$ cat src/rtl/phlpm_pkg.sv
// Shared types and constants for the pulse high/low period meter.
package phlpm_pkg;

  localparam int TIMER_BITS = 16;
  localparam int COUNT_BITS = 16;
  localparam int ELAPSED_W  = 32;
  localparam int TIME_W     = ELAPSED_W - 1;
  localparam int DATA_W     = 32;
  localparam int ADDR_W     = 3;

  localparam logic [DATA_W-1:0] THRESH_RESET = DATA_W'(150000);

  // Word index of the configuration registers.
  localparam logic REG_PERIOD_THRESHOLD = 1'b0;

  typedef enum logic {
    OP_OVERFLOW = 1'b0,
    OP_CAPTURE  = 1'b1
  } opcode_t;

  typedef enum logic {
    PHASE_HIGH = 1'b0,
    PHASE_LOW  = 1'b1
  } phase_t;

endpackage

$ cat src/rtl/pulse_high_low_period_meter.sv
// Top level of the pulse high/low period meter with its configuration port.
//
// The meter accepts one item per clock while in_stall is low: timer overflow
// ticks and capture events may arrive on consecutive cycles without a pause.
// An item passes through the input register, and a capture then loads its
// result into the output register once that register is free. Overflow
// ticks only advance the overflow count and give no result. The sustained
// rate is set by the output register alone: while a result waits under
// stall, overflow ticks keep flowing until a capture reaches the input
// register, and that capture then holds the input until the result is
// taken. The period threshold is at byte address 0 and resets to 150000
// microseconds.
module pulse_high_low_period_meter (
  input  logic                                 clk,
  input  logic                                 rst,
  input  logic                                 psel,
  input  logic                                 penable,
  input  logic                                 pwrite,
  input  logic [phlpm_pkg::ADDR_W-1:0]         paddr,
  input  logic [phlpm_pkg::DATA_W-1:0]         pwdata,
  output logic [phlpm_pkg::DATA_W-1:0]         prdata,
  output logic                                 pready,
  input  logic                                 in_valid,
  output logic                                 in_stall,
  input  logic                                 opcode,
  input  logic [phlpm_pkg::TIMER_BITS-1:0]     capture_stamp,
  output logic                                 out_valid,
  input  logic                                 out_stall,
  output logic [phlpm_pkg::TIME_W-1:0]         high_time,
  output logic [phlpm_pkg::TIME_W-1:0]         low_time,
  output logic [phlpm_pkg::ELAPSED_W-1:0]      total_time,
  output logic                                 over_limit,
  output logic                                 measured_phase
);
  import phlpm_pkg::*;

  logic [DATA_W-1:0]     period_threshold;
  logic [TIMER_BITS-1:0] previous_stamp;
  logic [COUNT_BITS-1:0] overflow_count;
  logic                  rising_edge_next;

  logic                  s1_valid;
  opcode_t               s1_opcode;
  logic [TIMER_BITS-1:0] s1_stamp;

  logic                  out_free;
  logic                  s1_advance;
  logic                  s1_capture;
  logic                  out_load;
  logic [ELAPSED_W-1:0]  elapsed;
  logic [TIME_W-1:0]     micros;
  logic [TIME_W-1:0]     high_next;
  logic [TIME_W-1:0]     low_next;
  logic [ELAPSED_W-1:0]  total_next;
  logic                  cfg_write;

  assign pready    = 1'b1;
  assign cfg_write = psel && penable && pwrite && (paddr[ADDR_W-1] == REG_PERIOD_THRESHOLD);
  assign prdata    = (paddr[ADDR_W-1] == REG_PERIOD_THRESHOLD) ? period_threshold : '0;

  always_ff @(posedge clk) begin
    if (rst) begin
      period_threshold <= THRESH_RESET;
    end else if (cfg_write) begin
      period_threshold <= pwdata;
    end
  end

  assign out_free   = !out_valid || !out_stall;
  assign s1_capture = s1_valid && (s1_opcode == OP_CAPTURE);
  // Overflow ticks never need the output register, so they never wait.
  assign s1_advance = s1_valid && ((s1_opcode == OP_OVERFLOW) || out_free);
  assign out_load   = s1_capture && out_free;
  assign in_stall   = s1_valid && !s1_advance;

  always_ff @(posedge clk) begin
    if (rst) begin
      s1_valid <= 1'b0;
    end else if (!in_stall) begin
      s1_valid <= in_valid;
    end
  end

  always_ff @(posedge clk) begin
    if (!in_stall && in_valid) begin
      s1_opcode <= opcode_t'(opcode);
      s1_stamp  <= capture_stamp;
    end
  end

  // Elapsed clocks wrap at 32 bits before halving.
  assign elapsed    = ELAPSED_W'({overflow_count, s1_stamp}) - ELAPSED_W'(previous_stamp);
  assign micros     = elapsed[ELAPSED_W-1:1];
  assign high_next  = rising_edge_next ? high_time : micros;
  assign low_next   = rising_edge_next ? micros : low_time;
  assign total_next = ELAPSED_W'(high_next) + ELAPSED_W'(low_next);

  always_ff @(posedge clk) begin
    if (rst) begin
      previous_stamp   <= '0;
      overflow_count   <= '0;
      rising_edge_next <= 1'b0;
    end else if (s1_advance) begin
      if (s1_opcode == OP_OVERFLOW) begin
        overflow_count <= overflow_count + 1'b1;
      end else begin
        overflow_count   <= '0;
        previous_stamp   <= s1_stamp;
        rising_edge_next <= !rising_edge_next;
      end
    end
  end

  // The output registers double as the held high and low times.
  always_ff @(posedge clk) begin
    if (rst) begin
      out_valid      <= 1'b0;
      high_time      <= '0;
      low_time       <= '0;
      total_time     <= '0;
      over_limit     <= 1'b0;
      measured_phase <= PHASE_HIGH;
    end else begin
      if (out_load) begin
        out_valid      <= 1'b1;
        high_time      <= high_next;
        low_time       <= low_next;
        total_time     <= total_next;
        over_limit     <= total_next > period_threshold;
        measured_phase <= rising_edge_next ? PHASE_LOW : PHASE_HIGH;
      end else if (!out_stall) begin
        out_valid <= 1'b0;
      end
    end
  end

endmodule

$ cat config.mk
export PLATFORM = sky130hd
export DESIGN_NAME = pulse_high_low_period_meter
export DESIGN_NICKNAME = d
export VERILOG_FILES = /design/src/rtl/phlpm_pkg.sv /design/src/rtl/pulse_high_low_period_meter.sv
export SDC_FILE = /design/constraint.sdc
export NUM_CORES = 1
export LEC_CHECK = 0
export ABC_AREA = 0
export BUFFER_PORTS_ARGS = -buffer_cell sky130_fd_sc_hd__buf_2
export CAP_MARGIN = 15
export CORE_MARGIN = 8
export CORE_UTILIZATION = 60
export DETAILED_ROUTE_END_ITERATION = 6
export MAX_ROUTING_LAYER = met4
export PLACE_DENSITY = 0.92
export REMOVE_ABC_BUFFERS = 1
export SLEW_MARGIN = 20
export SYNTH_ARGS = -nofsm -noshare
export SYNTH_HDL_FRONTEND = slang
export SYNTH_SLANG_ARGS = --single-unit
export TNS_END_PERCENT = 1
$ cat constraint.sdc
create_clock -name clk -period 13.4 [get_ports clk]
set_input_delay 1.34 -clock clk [delete_from_list [all_inputs] [get_ports clk]]
set_output_delay 1.34 -clock clk [all_outputs]
set_load 0.01 [all_outputs]
## Word-level counts from Yosys, hierarchy flattened

Index checks and enable logic that the tools add are counted.
Widths: inputs -> output; s select.

- Flip-flop bits (word level): 180
- Input bits: 59
- Logic and storage cells: 43

- Add/subtract/negate cells: 3
- Order comparisons: 1
- Eq/ne operators: 1
- Multiplexer cells: 7
- Bitwise operators: 2
- Reductions and logical operators: 16

Operators by type and width:

| cell | count |
|---|---|
| $mux 31 | 2 |
| $add 31x31->32 | 1 |
| $gt 32x32->1 | 1 |
| $mux 32 | 1 |
| $sub 32x16->32 | 1 |
| $add 16x1->16 const B | 1 |
| $mux 16 | 1 |
| $logic_and 1x1->1 | 8 |
| $logic_not 1->1 | 5 |
| $mux 1 | 3 |
| $logic_or 1x1->1 | 2 |
| $ne 2x1->1 const B | 1 |
| $not 1->1 | 2 |
| $reduce_and 2->1 | 1 |

## Longest topological paths before layout

- Depth after elaboration: 8
- Depth in mapped cells: 33

## Worst setup path after synthesis

Ideal clock, no wire load.

- Path kind: reg-to-reg
- From: register s1_stamp[2]
- To: register over_limit
- Arrival: 6.012 ns
- Data required time: 13.283 ns
- Path slack: 7.270 ns
- Cell stages (with the launch flop): 33
- Period minus slack after synthesis: 6.130 ns
- Cell sequence: edfxtp_1 > ha_1 > a21o_1 > a31o_2 > a21o_1 > a21oi_1 > o21bai_1 > a21oi_1 > o21ai_1 > a31oi_1 > xor2_1 > mux2i_1 > ha_1 > nand4_1 > o221ai_1 > a31o_2 > and2_1 > inv_1 > o31ai_2 > a31oi_1 > o21ai_0 > xnor2_1 > ha_1 > a21o_1 > a21o_1 > a21o_1 > a21oi_1 > nor2b_1 > o21ai_0 > nand2b_1 > a21oi_1 > o21ai_0 > a32o_1

- Cells in the longest elaborated chain, start to end: 4
- Elaborated cells on any way between the ends: 5
- Classes of those cells: 2 x add/sub; 1 x order compare; 2 x mux

RTL lines:

| element | RTL line | source |
|---|---|---|
| start: declaration | pulse_high_low_period_meter.sv:44 | `logic [TIMER_BITS-1:0] s1_stamp;` |
| start signal: assignment | pulse_high_low_period_meter.sv:87 | `s1_stamp <= capture_stamp;` |
| $sub 32x16->32 | pulse_high_low_period_meter.sv:92 | `assign elapsed = ELAPSED_W'({overflow_count, s1_stamp}) - ELAPSED_W'(previous_stamp);` |
| $mux 31 | pulse_high_low_period_meter.sv:95 | `assign low_next = rising_edge_next ? micros : low_time;` |
| named net low_next[14] | pulse_high_low_period_meter.sv:53 | `logic [TIME_W-1:0] low_next;` |
| $add 31x31->32 | pulse_high_low_period_meter.sv:96 | `assign total_next = ELAPSED_W'(high_next) + ELAPSED_W'(low_next);` |
| named net total_next[25] | pulse_high_low_period_meter.sv:54 | `logic [ELAPSED_W-1:0] total_next;` |
| $gt 32x32->1 | pulse_high_low_period_meter.sv:129 | `over_limit <= total_next > period_threshold;` |
| end signal: assignment | pulse_high_low_period_meter.sv:129 |  |
| end: declaration | pulse_high_low_period_meter.sv:32 | `output logic over_limit,` |

The timed path passes the listed nets, and every way through them passes these cells.
A chain may end at the register's enable or synchronous reset.

## Final worst setup path

- From: register s1_stamp[2]
- To: register over_limit

- Cells in the longest elaborated chain, start to end: 4
- Elaborated cells on any way between the ends: 5
- Classes of those cells: 2 x add/sub; 1 x order compare; 2 x mux

RTL lines:

| element | RTL line | source |
|---|---|---|
| $sub 32x16->32 | pulse_high_low_period_meter.sv:92 |  |
| $mux 31 | pulse_high_low_period_meter.sv:94 | `assign high_next = rising_edge_next ? high_time : micros;` |
| named net high_next[14] | pulse_high_low_period_meter.sv:52 | `logic [TIME_W-1:0] high_next;` |
| $add 31x31->32 | pulse_high_low_period_meter.sv:96 |  |
| named net total_next[25] | pulse_high_low_period_meter.sv:54 |  |
| $gt 32x32->1 | pulse_high_low_period_meter.sv:129 |  |

The timed path passes the listed nets, and every way through them passes these cells.

==> impl_metrics.tcl <==
set metrics [dict create \
    run_status "finished, final reports clean" \
    cp_slowest_cell "ha_1" \
    clk-insertion-delay-late_ns 0.43 \
    synthToLayoutAreaGrowth_pct 14.9 \
    cellLeakagePower_nw 5.33 \
    maximum_number_of_pins_on_one_net_before_global_route_repair 96 \
    critPathTopFamily "compound AO/OA/AOI/OAI gates" \
    synth_area_mm2 0.0107 \
    final-setup-viol-count 0 \
    total_number_of_yosys_warnings 0 \
    synth_top_cell_by_area "dfxtp_1" \
    cts_post_setup_buffers_inserted 0 \
    hold_viol_final 0 \
    clock_path_buffers 2 \
    startpoint_type "flop" \
    drc 0 \
    critPathRequiredTime_ns 13.72 \
    sequential_cell_area_mm2 0.00378 \
    utilization 0.707 \
    avgRoutedWirePerCell_um 16.8 \
    vias 10000 \
    root_buffer "clkbuf_16" \
    drt_iter0_drc 709 \
    cts_tree "built" \
    multiInputGateArea_mm2 0.00630 \
    grt-ovfl-total 0 \
    syn-instance-count 1345 \
    synth_top_cell_area_share 0.306 \
    placed_cells_incl_taps 1693 \
    gp_routability_congestion 0.915 \
    fin_cells 1725 \
    global_route.usage.total 0.262 \
    clock_tree.htree_level_count 4 \
    max-slew-margin-rel 0.241 \
    cts_hold_repair.buffers 0 \
    post_drt_via_cell_ratio 5.81 \
    timing.hold.worst.class "reg -> reg" \
    antenna_violations_before_repair 0 \
    cts-buffers-inserted 17 \
    rsz0062_at_grt "no" \
    coreArea_mm2 0.0174 \
    post_cts_resize_count 0 \
    grt_pass1_vias 9709 \
    drv.max_cap_violation_count 0 \
    wl_um 29100 \
    synthDistinctLibCells 72 \
    postSynthAreaPerCell_um2 7.94 \
    antenna_left 0 \
    path_buf_inv 1 \
    final.setup_skew_ns 0.00928 \
    nNetsFinal 1627 \
    ys.flop_type "dfxtp_1" \
    power_density_mw_per_mm2 116 \
    post-dp-hpwl_um 21300 \
    pin_slew_with_the_least_headroom_to_its_limit_ns 1.14 \
    final_min_period_over_clock_period 0.544 \
    power.ir.vdd_worst_v 0.0000991 \
    share_of_final_layout_standard_cells_stronger_than_drive_strength_1 0.169 \
    cp_max_fo 7 \
    die_w_um 149 \
    crit_path_frequent_cell "a21o_1" \
    rows 48 \
    synth_area_leaders "dfxtp_1 (31%), ha_1 (9.3%), nand2_1 (8.1%)" \
    fmax_ghz 0.137 \
    floorplan.initialDensity 0.615 \
    finalPower_mw 1.42 \
    synth-edff-count 17 \
    yosys_register_bits 180 \
    boundaryPins 190 \
    yosysSeqAreaShare 0.353 \
    period_minus_slack_ns 7.29 \
    port_buffers 186 \
    critPathCaptureType "flop" \
    grt_pass1_wl_um 46300 \
    holdWs_ns 0.453 \
    total_die_area_mm2 0.0223 \
    die-height_um 149 \
    cpPeakStageDelay_ns 0.45 \
    cp_data_arrival_time_ns 7.61 \
    fillCellCount 1322 \
    drt-pass1-iter-count 5 \
    slew_viol_final 0 \
    clock_sink_count 180 \
    antennaDiodeCount 0 \
    fin_setup_tns_ns 0 \
    timing.setup.critical_path_class "reg -> reg" \
    synthArstFlopShare 0 \
    worst_setup_hold_path_clk_slew_ns 0.07 \
]
## metal layers
layer	wire, µm	share of wire	up-vias	track usage
li1	-	-	4912	-
met4	1240	0.043	0	0.133
met2	13600	0.47	395	0.427
met1	12000	0.41	4640	0.302
met5	0	0	-	-
met3	2160	0.074	75	0.0519
## cell type report
class                           count  area share
Clock inverter                     14      0.0103
Inverter                           96      0.0294
Clock buffer                       18      0.0350
Sequential cell                   180       0.308
Multi-Input combinational cell    998       0.514
Tap cell                          225      0.0229
Timing Repair Buffer              194      0.0810
## synthesized netlist by cell type, types with 3 or more instances
| cell | n |
|---|---|
| nor3_1 | 12 |
| a31oi_1 | 8 |
| and2_1 | 6 |
| nor2_1 | 113 |
| o31ai_1 | 3 |
| a211oi_1 | 18 |
| o21ai_0 | 71 |
| nand2_1 | 229 |
| a31o_2 | 3 |
| mux2_2 | 12 |
| buf_1 | 9 |
| a21o_1 | 36 |
| a22o_1 | 6 |
| o211ai_1 | 11 |
| nor2b_1 | 8 |
| o21bai_1 | 9 |
| clkbuf_1 | 61 |
| o21a_1 | 16 |
| nand3_1 | 13 |
| inv_1 | 96 |
| nand2b_1 | 7 |
| edfxtp_1 | 17 |
| dfxtp_1 | 163 |
| or3_1 | 8 |
| a211o_1 | 3 |
| xnor2_1 | 46 |
| and3_1 | 9 |
| mux2i_1 | 28 |
| a41oi_1 | 3 |
| xor2_1 | 25 |
| nand4_1 | 18 |
| ha_1 | 79 |
| a21oi_1 | 145 |
## through the flow
stage               setup WS [ns]  cell area (µm²)
finish                       6.11            12300
global route                 5.69            12300
CTS                          6.17            12300
detailed placement           6.22            11700
global placement             6.53            11700
floorplan                    6.58            10400
## path summary, 6_finish.rpt
check                           depth (start not counted)                     endpoint                   startpoint  slack [ns]
worst max-delay path                                   32      over_limit$_SDFFE_PP0P_        s1_stamp[2]$_DFFE_PP_        6.11
worst min-delay path                                    2  total_time[13]$_SDFFE_PP0P_  total_time[13]$_SDFFE_PP0P_        0.45
worst max register to register                         32      over_limit$_SDFFE_PP0P_        s1_stamp[2]$_DFFE_PP_        6.11
worst min register to register                          2  total_time[13]$_SDFFE_PP0P_  total_time[13]$_SDFFE_PP0P_        0.45
## report_power, final
| part | internal [mW] | switching, mW | total (mW) | leakage [nW] |
|---|---|---|---|---|
| clock | 0.258 | 0.220 | 0.479 | 0.274 |
| combinational | 0.148 | 0.223 | 0.371 | 3.57 |
| sequential | 0.562 | 0.0111 | 0.573 | 1.49 |
## worst register-to-register path: cells and delay by family (launching register included)
| family | cells | cell delay, ns |
|---|---|---|
| compound gates | 22 | 4.68 |
| fa+ha+maj | 3 | 1.09 |
| xor+xnor | 2 | 0.48 |
| simple gates | 4 | 0.44 |
| flops | 1 | 0.42 |
| buf+inv | 1 | 0.08 |
## flip-flops by register name, indices dropped and copies added (netlist names)
name              flops
high_time            31
previous_stamp       16
measured_phase        1
rising_edge_next      1
overflow_count       16
s1_valid              1
period_threshold     32
out_valid             1
low_time             31
s1_stamp             16
s1_opcode             1
over_limit            1
total_time           32
## cell families (layout without fill, tap and decap cells)
group                      Yosys count  after routing  share of synthesized area
DFF                                180            180                      0.353
xor gates and xnor gates            72             72                     0.0604
and+or+nand+nor                    444            444                      0.181
muxes                               41             41                     0.0403
buffers and inverters              167            322                     0.0591
adders and majority gates           82             82                     0.0973
other                                1              1                   0.000351
AOI/OAI and AO/OA                  358            358                      0.208
## cell usage in the layout, fill, tap and decap left out, types with 12 or more instances in the layout
cell type / n
nor2_1: 113
nand2_1: 229
xor2_1: 25
o21ai_0: 71
ha_1: 79
nand3_1: 12
dfxtp_1: 162
edfxtp_1: 17
clkbuf_16: 17
o21a_1: 16
nand4_1: 18
a21oi_1: 143
a211oi_1: 18
a21o_1: 36
nor3_1: 12
mux2i_1: 28
inv_1: 96
mux2_2: 12
xnor2_1: 46
buf_2: 185
Power figures use the tool's default switching activity.
